--- src/sv/sjf_pkg.sv ---
`timescale 1ns / 1ps
// ----------------------------------------------------------------------------
// sjf_pkg
// Shared constants and types of the shortest-job-first scheduler.
// ----------------------------------------------------------------------------
package sjf_pkg;

	localparam int MAX_JOBS = 32;
	localparam int CNT_W    = $clog2(MAX_JOBS + 1);
	localparam int ID_W     = 16;
	localparam int BURST_W  = 16;
	localparam int SUM_W    = 22;
	localparam int IN_W     = 32;
	localparam int OUT_W    = 80;

	// One slot of the sorting chain.
	typedef struct packed {
		logic               valid;
		logic [BURST_W-1:0] burst;
		logic [ID_W-1:0]    id;
	} entry_t;

	// Chain command, shared by all cells.
	typedef struct packed {
		logic insert;
		logic drain;
	} ctl_t;

	typedef enum logic [1:0] {
		ST_LOAD  = 2'b01,
		ST_DRAIN = 2'b10
	} state_t;

endpackage

--- src/sv/sjf_cell.sv ---
`timescale 1ns / 1ps
// ----------------------------------------------------------------------------
// sjf_cell
// One slot of the insertion chain: keeps, takes the new job, or shifts.
// ----------------------------------------------------------------------------
module sjf_cell (
	input  logic                            clk,
	input  logic                            arst_n,
	input  sjf_pkg::ctl_t                   ctl,
	input  logic [sjf_pkg::BURST_W-1:0]     new_burst,
	input  logic [sjf_pkg::ID_W-1:0]        new_id,
	input  sjf_pkg::entry_t                 left,
	input  logic                            left_keep,
	input  sjf_pkg::entry_t                 right,
	output sjf_pkg::entry_t                 ent,
	output logic                            keep
);

	sjf_pkg::entry_t ent_q;
	sjf_pkg::entry_t ent_d;

	// Equal bursts stay ahead of the new job, which keeps the order stable.
	assign keep = ent_q.valid && (ent_q.burst <= new_burst);
	assign ent  = ent_q;

	always_comb begin
		ent_d = ent_q;
		if (ctl.drain) begin
			ent_d = right;
		end else if (ctl.insert && !keep) begin
			if (left_keep) begin
				ent_d.valid = 1'b1;
				ent_d.burst = new_burst;
				ent_d.id    = new_id;
			end else begin
				ent_d = left;
			end
		end
	end

	always_ff @(posedge clk or negedge arst_n) begin
		if (!arst_n) begin
			ent_q <= '0;
		end else begin
			ent_q <= ent_d;
		end
	end

endmodule

--- src/sv/sjf_out.sv ---
`timescale 1ns / 1ps
// ----------------------------------------------------------------------------
// sjf_out
// Result register with the running elapsed-time accumulator.
// ----------------------------------------------------------------------------
module sjf_out (
	input  logic                          clk,
	input  logic                          arst_n,
	input  logic                          req,
	input  sjf_pkg::entry_t               head,
	input  logic                          dropped,
	input  logic                          last,
	output logic                          pop,
	output logic                          m_axis_tvalid,
	input  logic                          m_axis_tready,
	output logic [sjf_pkg::OUT_W-1:0]     m_axis_tdata,
	output logic                          m_axis_tuser,
	output logic                          m_axis_tlast
);

	logic                      valid_q;
	logic [sjf_pkg::SUM_W-1:0] elapsed_q;
	logic [sjf_pkg::SUM_W-1:0] finish;
	logic [sjf_pkg::ID_W-1:0]  id_q;
	logic [sjf_pkg::BURST_W-1:0] burst_q;
	logic [sjf_pkg::SUM_W-1:0] wait_q;
	logic [sjf_pkg::SUM_W-1:0] finish_q;
	logic                      ovf_q;
	logic                      last_q;

	assign pop    = req && (!valid_q || m_axis_tready);
	assign finish = elapsed_q + sjf_pkg::SUM_W'(head.burst);

	always_ff @(posedge clk or negedge arst_n) begin
		if (!arst_n) begin
			valid_q   <= 1'b0;
			elapsed_q <= '0;
		end else begin
			if (pop) begin
				valid_q   <= 1'b1;
				elapsed_q <= last ? '0 : finish;
			end else if (m_axis_tready) begin
				valid_q <= 1'b0;
			end
		end
	end

	always_ff @(posedge clk) begin
		if (pop) begin
			id_q     <= head.id;
			burst_q  <= head.burst;
			wait_q   <= elapsed_q;
			finish_q <= finish;
			ovf_q    <= dropped;
			last_q   <= last;
		end
	end

	assign m_axis_tvalid = valid_q;
	assign m_axis_tdata  = {4'b0000, finish_q, wait_q, burst_q, id_q};
	assign m_axis_tuser  = ovf_q;
	assign m_axis_tlast  = last_q;

endmodule

--- src/sv/shortest_job_first_scheduler_top.sv ---
`timescale 1ns / 1ps
// ----------------------------------------------------------------------------
// shortest_job_first_scheduler_top
// Non-preemptive shortest-job-first scheduler over a batch of jobs.
// ----------------------------------------------------------------------------
// Usage: jobs arrive on the s_axis request channel, one per cycle, with the
// identifier and burst length in tdata and tlast marking the final job of a
// batch. Each accepted job is placed at once into a chain of MAX_JOBS cells
// that always holds the jobs sorted by burst, equal bursts in arrival order.
// A job that arrives while the chain is full is dropped and the batch is
// flagged; the flag appears in tuser of every result of that batch.
// After the tlast request the block stops taking requests and drains the
// chain, one result per cycle on m_axis while the receiver is ready:
// identifier, burst, wait time and finish time, with tlast on the final
// result. Accepting the tlast request moves the block to draining, and the
// first pop then loads the result register. Draining is paced by the
// single result register at the head of the chain, which moves only when
// the receiver takes the result or the register is empty. A stalled
// receiver freezes the chain with nothing lost. Reset empties the chain,
// clears the overflow flag and returns the block to loading; no clearing
// pass is needed, so requests are taken as soon as reset is released.
// ----------------------------------------------------------------------------
module shortest_job_first_scheduler_top (
	input  logic                          clk,
	input  logic                          arst_n,
	input  logic                          s_axis_tvalid,
	output logic                          s_axis_tready,
	input  logic [sjf_pkg::IN_W-1:0]      s_axis_tdata,  // job_id, burst_length
	input  logic                          s_axis_tlast,
	output logic                          m_axis_tvalid,
	input  logic                          m_axis_tready,
	output logic [sjf_pkg::OUT_W-1:0]     m_axis_tdata,  // out_job_id, out_burst,
	                                                     // wait_time, finish_time, pad
	output logic                          m_axis_tuser,  // overflow_flag
	output logic                          m_axis_tlast
);

	sjf_pkg::state_t               state_q;
	logic [sjf_pkg::CNT_W-1:0]     count_q;
	logic                          dropped_q;
	logic                          accept;
	logic                          full;
	logic                          pop;
	logic                          last_out;
	sjf_pkg::ctl_t                 ctl;
	logic [sjf_pkg::ID_W-1:0]      new_id;
	logic [sjf_pkg::BURST_W-1:0]   new_burst;
	sjf_pkg::entry_t               ents [sjf_pkg::MAX_JOBS];
	logic [sjf_pkg::MAX_JOBS-1:0]  keeps;
	logic [sjf_pkg::MAX_JOBS-1:0]  valids;

	assign new_id    = s_axis_tdata[sjf_pkg::ID_W-1:0];
	assign new_burst = s_axis_tdata[sjf_pkg::ID_W +: sjf_pkg::BURST_W];

	assign s_axis_tready = (state_q == sjf_pkg::ST_LOAD);
	assign accept        = s_axis_tvalid && s_axis_tready;
	assign full          = (count_q == sjf_pkg::CNT_W'(sjf_pkg::MAX_JOBS));
	assign last_out      = (count_q == sjf_pkg::CNT_W'(1));

	// The chain either takes the new job or shifts toward the output.
	assign ctl.insert = accept && !full;
	assign ctl.drain  = pop;

	genvar gi;
	generate
		for (gi = 0; gi < sjf_pkg::MAX_JOBS; gi++) begin : g_cell
			sjf_pkg::entry_t left_ent;
			sjf_pkg::entry_t right_ent;
			logic            left_keep;

			if (gi == 0) begin : g_first
				assign left_ent  = '0;
				assign left_keep = 1'b1;
			end else begin : g_mid
				assign left_ent  = ents[gi-1];
				assign left_keep = keeps[gi-1];
			end

			if (gi == sjf_pkg::MAX_JOBS - 1) begin : g_end
				assign right_ent = '0;
			end else begin : g_inner
				assign right_ent = ents[gi+1];
			end

			sjf_cell u_cell (
				.clk       (clk),
				.arst_n    (arst_n),
				.ctl       (ctl),
				.new_burst (new_burst),
				.new_id    (new_id),
				.left      (left_ent),
				.left_keep (left_keep),
				.right     (right_ent),
				.ent       (ents[gi]),
				.keep      (keeps[gi])
			);

			assign valids[gi] = ents[gi].valid;
		end
	endgenerate

	sjf_out u_out (
		.clk           (clk),
		.arst_n        (arst_n),
		.req           (state_q == sjf_pkg::ST_DRAIN),
		.head          (ents[0]),
		.dropped       (dropped_q),
		.last          (last_out),
		.pop           (pop),
		.m_axis_tvalid (m_axis_tvalid),
		.m_axis_tready (m_axis_tready),
		.m_axis_tdata  (m_axis_tdata),
		.m_axis_tuser  (m_axis_tuser),
		.m_axis_tlast  (m_axis_tlast)
	);

	// Load until the final job, then drain until the count runs out.
	always_ff @(posedge clk or negedge arst_n) begin
		if (!arst_n) begin
			state_q   <= sjf_pkg::ST_LOAD;
			count_q   <= '0;
			dropped_q <= 1'b0;
		end else begin
			unique case (state_q)
				sjf_pkg::ST_LOAD: begin
					if (accept) begin
						if (full) begin
							dropped_q <= 1'b1;
						end else begin
							count_q <= count_q + 1'b1;
						end
						if (s_axis_tlast) begin
							state_q <= sjf_pkg::ST_DRAIN;
						end
					end
				end
				sjf_pkg::ST_DRAIN: begin
					if (pop) begin
						count_q <= count_q - 1'b1;
						if (last_out) begin
							state_q   <= sjf_pkg::ST_LOAD;
							dropped_q <= 1'b0;
						end
					end
				end
				default: begin
					state_q <= sjf_pkg::ST_LOAD;
				end
			endcase
		end
	end

	// The count never passes the chain length.
	a_count_range: assert property (@(posedge clk) disable iff (!arst_n)
		count_q <= sjf_pkg::CNT_W'(sjf_pkg::MAX_JOBS))
		else $error("job count beyond chain length");

	// The occupied cells always match the job count.
	a_count_match: assert property (@(posedge clk) disable iff (!arst_n)
		$countones(valids) == 32'(count_q))
		else $error("chain occupancy differs from job count");

	// The head pair of the chain stays in ascending burst order.
	a_head_sorted: assert property (@(posedge clk) disable iff (!arst_n)
		ents[1].valid |-> (ents[0].valid && ents[0].burst <= ents[1].burst))
		else $error("chain head out of order");

	// Taking the final result empties the chain and reopens loading.
	a_batch_done: assert property (@(posedge clk) disable iff (!arst_n)
		(pop && last_out) |=> (state_q == sjf_pkg::ST_LOAD && valids == '0 && !dropped_q))
		else $error("chain not empty after final result");

	// Nothing drains while loading.
	a_no_pop_load: assert property (@(posedge clk) disable iff (!arst_n)
		(state_q == sjf_pkg::ST_LOAD) |-> !pop)
		else $error("drain while loading");

endmodule

--- config.mk ---
export PLATFORM = sky130hd
export DESIGN_NAME = shortest_job_first_scheduler_top
export DESIGN_NICKNAME = d
export VERILOG_FILES = /design/src/sv/sjf_pkg.sv /design/src/sv/sjf_cell.sv /design/src/sv/sjf_out.sv /design/src/sv/shortest_job_first_scheduler_top.sv
export SDC_FILE = /design/constraint.sdc
export NUM_CORES = 2
export LEC_CHECK = 0
export ABC_AREA = 1
export BUFFER_PORTS_ARGS = -buffer_cell sky130_fd_sc_hd__buf_2
export CAP_MARGIN = 20
export CORE_ASPECT_RATIO = 1.5
export CORE_UTILIZATION = 45
export CTS_CLUSTER_SIZE = 24
export DETAILED_ROUTE_END_ITERATION = 8
export SETUP_SLACK_MARGIN = 0.02
export SYNTH_ARGS = -nofsm -noshare
export SYNTH_HDL_FRONTEND = slang
export SYNTH_SLANG_ARGS = --single-unit
--- constraint.sdc ---
create_clock -name clk -period 3.5 [get_ports clk]
set_input_delay 0.35 -clock clk [delete_from_list [all_inputs] [get_ports clk]]
set_output_delay 0.35 -clock clk [all_outputs]
set_load 0.02 [all_outputs]
==> impl_summary.md <==
Run status
The flow ran to the end, and the final reports show no timing, DRC or antenna violations.

Timing
On the final layout, the worst clock skew is 0.0369 ns. The worst-case setup margin in the final layout is 0.372 ns. Setup violations remaining at the end of the flow were counted as 0. The time the final worst path needs with I/O delays and setup is 3.13 ns. Dividing the final minimum period by the clock period gives 0.894. The number of hold-slack violations in the final timing report is 0.

The sum of negative setup slack is 0 ns. For the pin with the worst max-slew slack, the measured transition is 1.23 ns. Measured against its own limit, the worst slew margin works out to 0.183.

Hold is met by 0.129 ns. Setup repair after global routing left no endpoint under its margin. The count of final max-slew check failures is 0. The highest attainable clock frequency is 320 MHz.

Finish
In the final design database the tool counted 12,600 nets. The utilization of the core after routing is 0.499. Compared with the post-synthesis result, the final layout area differs by 9.82%. The post-route cell area is 0.0886 mm². The proportion of layout cells with a drive suffix above 1 is 0.0620.

Synthesis
In the synthesized netlist the dominant register cell turns out to be sky130_fd_sc_hd__dfrtp_1. The count of synthesis-stage warnings from yosys is 0. Yosys mapped a number of flops with a built-in enable equal to 78. The cell area that synthesis handed to floorplanning was 0.0806 mm². The synthesis-stage register bit count is 1,166. The part of the Yosys area used for sequential elements is 0.367.

In the synthesized netlist the async set-or-reset flop fraction comes to 0.933. The number of distinct library cells after synthesis is 42. The synthesized area per cell is 6.55 µm². Synthesis handed over a netlist of 12,300 instances.

Critical path
STA classifies the critical path endpoint as a flip-flop. The setup path with the least slack is of type reg2reg. In this run the worst setup path terminates at g_cell[20].u_cell.ent[10]$_DFFE_PN0P_.

STA puts the critical path data required time at 4.23 ns. The capture instance of the worst register-to-register path is g_cell[20].u_cell.ent[10]$_DFFE_PN0P_. Of all nets on the critical path, the largest fanout is 58. Tracing the worst setup path back leads to its startpoint at state_q[0]$_DFFE_PN1P_. The flop-to-flop setup slack is 0.37 ns. Counting cells, the worst reg-to-reg path comes to 10. The worst setup path is launched from a flip-flop. In this run the critical register-to-register path is launched from state_q[0]$_DFFE_PN1P_. For the worst setup path, the data arrival time is 3.86 ns.

Detailed routing
After detailed routing, no signal wire sits above met5. For this run, the detailed router's first-pass iteration total came to 8. In the routed layout, each cell is associated on average with a via count of 5.56. After detailed routing, the number of remaining DRC violations is 0.

The met3 wire length is 17.9 mm. The wire length per cell is 21.1 µm. The detailed router put a total of 121 mm of wire on met1. The first-iteration detailed-routing DRC count is 7,375. The routed length on met2 is 144 mm. The remaining antenna violation count is 0. Across all layers, the routed design uses 80,500 vias. After detailed routing, the total wire length is 305 mm.

Clock network
The clock transition at the register clock pins on the worst setup and hold paths after CTS is 0.06 ns. CTS placed an instance of sky130_fd_sc_hd__clkbuf_16 at the clock tree root. Buffers added to address setup during post-CTS repair amount to 0. TritonCTS built the clock tree. The number of cells upsized or downsized after cts is 0. The total number of clock tree sinks is 1,166.

The clock passes through at most 3 buffers. The H-tree was split into 4 levels. After clock tree synthesis, the flow added hold-fix buffers numbering 6.

In this run, CTS created clock tree buffers numbering 133. Clock latency on the worst-skew pair, taken at its later pin, is 0.80 ns.

Global routing
The wire length of the first global-routing pass is 470 mm. The initial antenna violation count is 14. The pin count of the biggest net entering global routing is 195. Global routing finished with a remaining overflow of 0. In the global route stage, overall resource usage came out at 0.333. The number of global-route vias before repair is 76,600.

Die
In this run the count of I/O pins placed on the die edge is 121. The die height is 520 µm. After floorplanning, the core was sized to cover 0.177 mm². The die width is 348 µm. The die area is 0.181 mm².

The effective utilization at floorplan is 0.455. The initialized floorplan defines 189 standard-cell rows.

Pwr
Across the VDD grid, the largest voltage drop is 566 µV. The power density over the cells is 881 mW/mm². Summed over all cells, the static leakage comes to 50.7 nW.

Hold path
The worst hold path belongs to the class in2async.

Run
Max-cap violations in this run came to 0.

Place
Input and output buffers added on the ports amount to 116. At the placement stage, the worst setup path has a slack of 0.362 ns. The global placer's final weighted congestion is 0.945. The placed instances occupy a cell area of 0.0840 mm². The detailed placer's ending HPWL is 212 mm.
==> stage by stage <==
| step | power, mW | instances |
|---|---|---|
| after floorplan | 50.3 | 12300 |
| final | 78.0 | 14500 |
| after detailed placement | 62.8 | 14200 |
| after global routing | 84.3 | 14500 |
| after global placement | 62.0 | 14200 |
| after CTS | 77.9 | 14500 |
==> placed cells by master (no fill, tap or decap), drive strengths merged, types with 5 or more instances in the layout <==
cell / netlist / routed
diode: 0 / 5
nand4: 20 / 20
bufinv: 0 / 14
inv: 255 / 264
o21bai: 27 / 27
o21ai: 157 / 157
nor2: 2094 / 2094
edfxtp: 78 / 78
nor4: 24 / 24
ha: 532 / 532
dlygate4sd3: 0 / 6
nor3: 19 / 19
clkbuf: 383 / 189
and2: 5 / 5
buf: 487 / 485
dfrtp: 1087 / 1087
clkinvlp: 0 / 7
xor2: 16 / 16
clkinv: 0 / 22
nand2: 4745 / 4745
o21a: 30 / 30
a21oi: 300 / 300
nand3: 2030 / 2030
==> state kept, by name, indices dropped and copies added (netlist names) <==
| signal | flops |
|---|---|
| count_q | 6 |
| u_out.wait_q | 22 |
| u_out.m_axis_tvalid | 1 |
| u_out.burst_q | 16 |
| g_cell.u_cell.ent | 1056 |
| u_out.m_axis_tuser | 1 |
| u_out.finish_q | 22 |
| u_out.id_q | 16 |
| u_out.m_axis_tlast | 1 |
| dropped_q | 1 |
| u_out.elapsed_q | 22 |
| state_q | 2 |
==> how the worst min path moves through the flow <==
stage | from | cells after the start | slack [ns] | end
floorplan | arst_n | 0 | 0.05 | count_q[0]$_DFFE_PN0P_
global placement | arst_n | 1 | 0.39 | u_out.elapsed_q[17]$_DFFE_PN0P_
detailed placement | arst_n | 1 | 0.37 | u_out.elapsed_q[17]$_DFFE_PN0P_
CTS | s_axis_tdata[0] | 5 | 0.06 | g_cell[31].u_cell.ent[0]$_DFFE_PN0P_
global route | s_axis_tdata[0] | 5 | 0.12 | g_cell[31].u_cell.ent[0]$_DFFE_PN0P_
finish | arst_n | 2 | 0.13 | u_out.elapsed_q[17]$_DFFE_PN0P_
==> layout make-up <==
type	instances	area, µm²
clock buffers	189	3830
repair buffers	491	4520
clock inverters	52	698
well taps	2292	2870
diodes	5	12.5
multi-input cells	10000	46100
inverters	255	973
fillers	17900	88800
flip-flops and latches	1166	29600
==> where the power goes <==
| group | total (mW) | internal, mW | switching [mW] |
|---|---|---|---|
| combinational | 36.6 | 13.1 | 23.5 |
| sequential | 26.5 | 19.3 | 7.21 |
| clock | 15.0 | 8.70 | 6.27 |
==> routing by layer <==
layer | GRT usage | up-vias
li1 | - | 39100
met1 | 0.405 | 37800
met2 | 0.553 | 2805
met3 | 0.0442 | 824
met4 | 0.218 | 6
met5 | 0 | -
==> synthesized netlist by cell type, drive strengths merged, types with 2 or more instances <==
cell type	number	area [µm²]
nor2	2094	7890
buf	487	2680
clkbuf	383	1440
nand4	20	125
nand2	4745	17800
o21bai	27	203
o22ai	3	18.8
xor2	16	140
edfxtp	78	2340
xnor2	4	35.0
nor3	19	95.1
a21o	4	30.0
nor4	24	150
dfrtp	1087	27200
inv	255	960
o21a	30	225
and2	5	31.3
a21oi	300	1500
o21ai	157	786
nand3b	2	15.0
ha	532	6660
nand3	2030	10200
a22o	3	26.3
==> logic make-up after synthesis <==
kind of cell,synth area share
simple gates,0.450
fa+ha+maj,0.0828
flops,0.367
buf+inv,0.0629
compound gates,0.0350
xor+xnor,0.00217
other cells,0.0000465
==> worst max-delay path, cell delays in order, from the launching register on <==
cell	delay [ns]
sky130_fd_sc_hd__dfstp_2	0.38
sky130_fd_sc_hd__nor2_4	0.28
sky130_fd_sc_hd__inv_2	0.20
sky130_fd_sc_hd__nor2_4	0.39
sky130_fd_sc_hd__inv_16	0.19
sky130_fd_sc_hd__nand2_8	0.51
sky130_fd_sc_hd__nand2_2	0.45
sky130_fd_sc_hd__buf_12	0.32
sky130_fd_sc_hd__nor2_1	0.14
sky130_fd_sc_hd__nand2_1	0.07
sky130_fd_sc_hd__nand2_1	0.05
No activity file was read; power rests on OpenSTA's default activity.
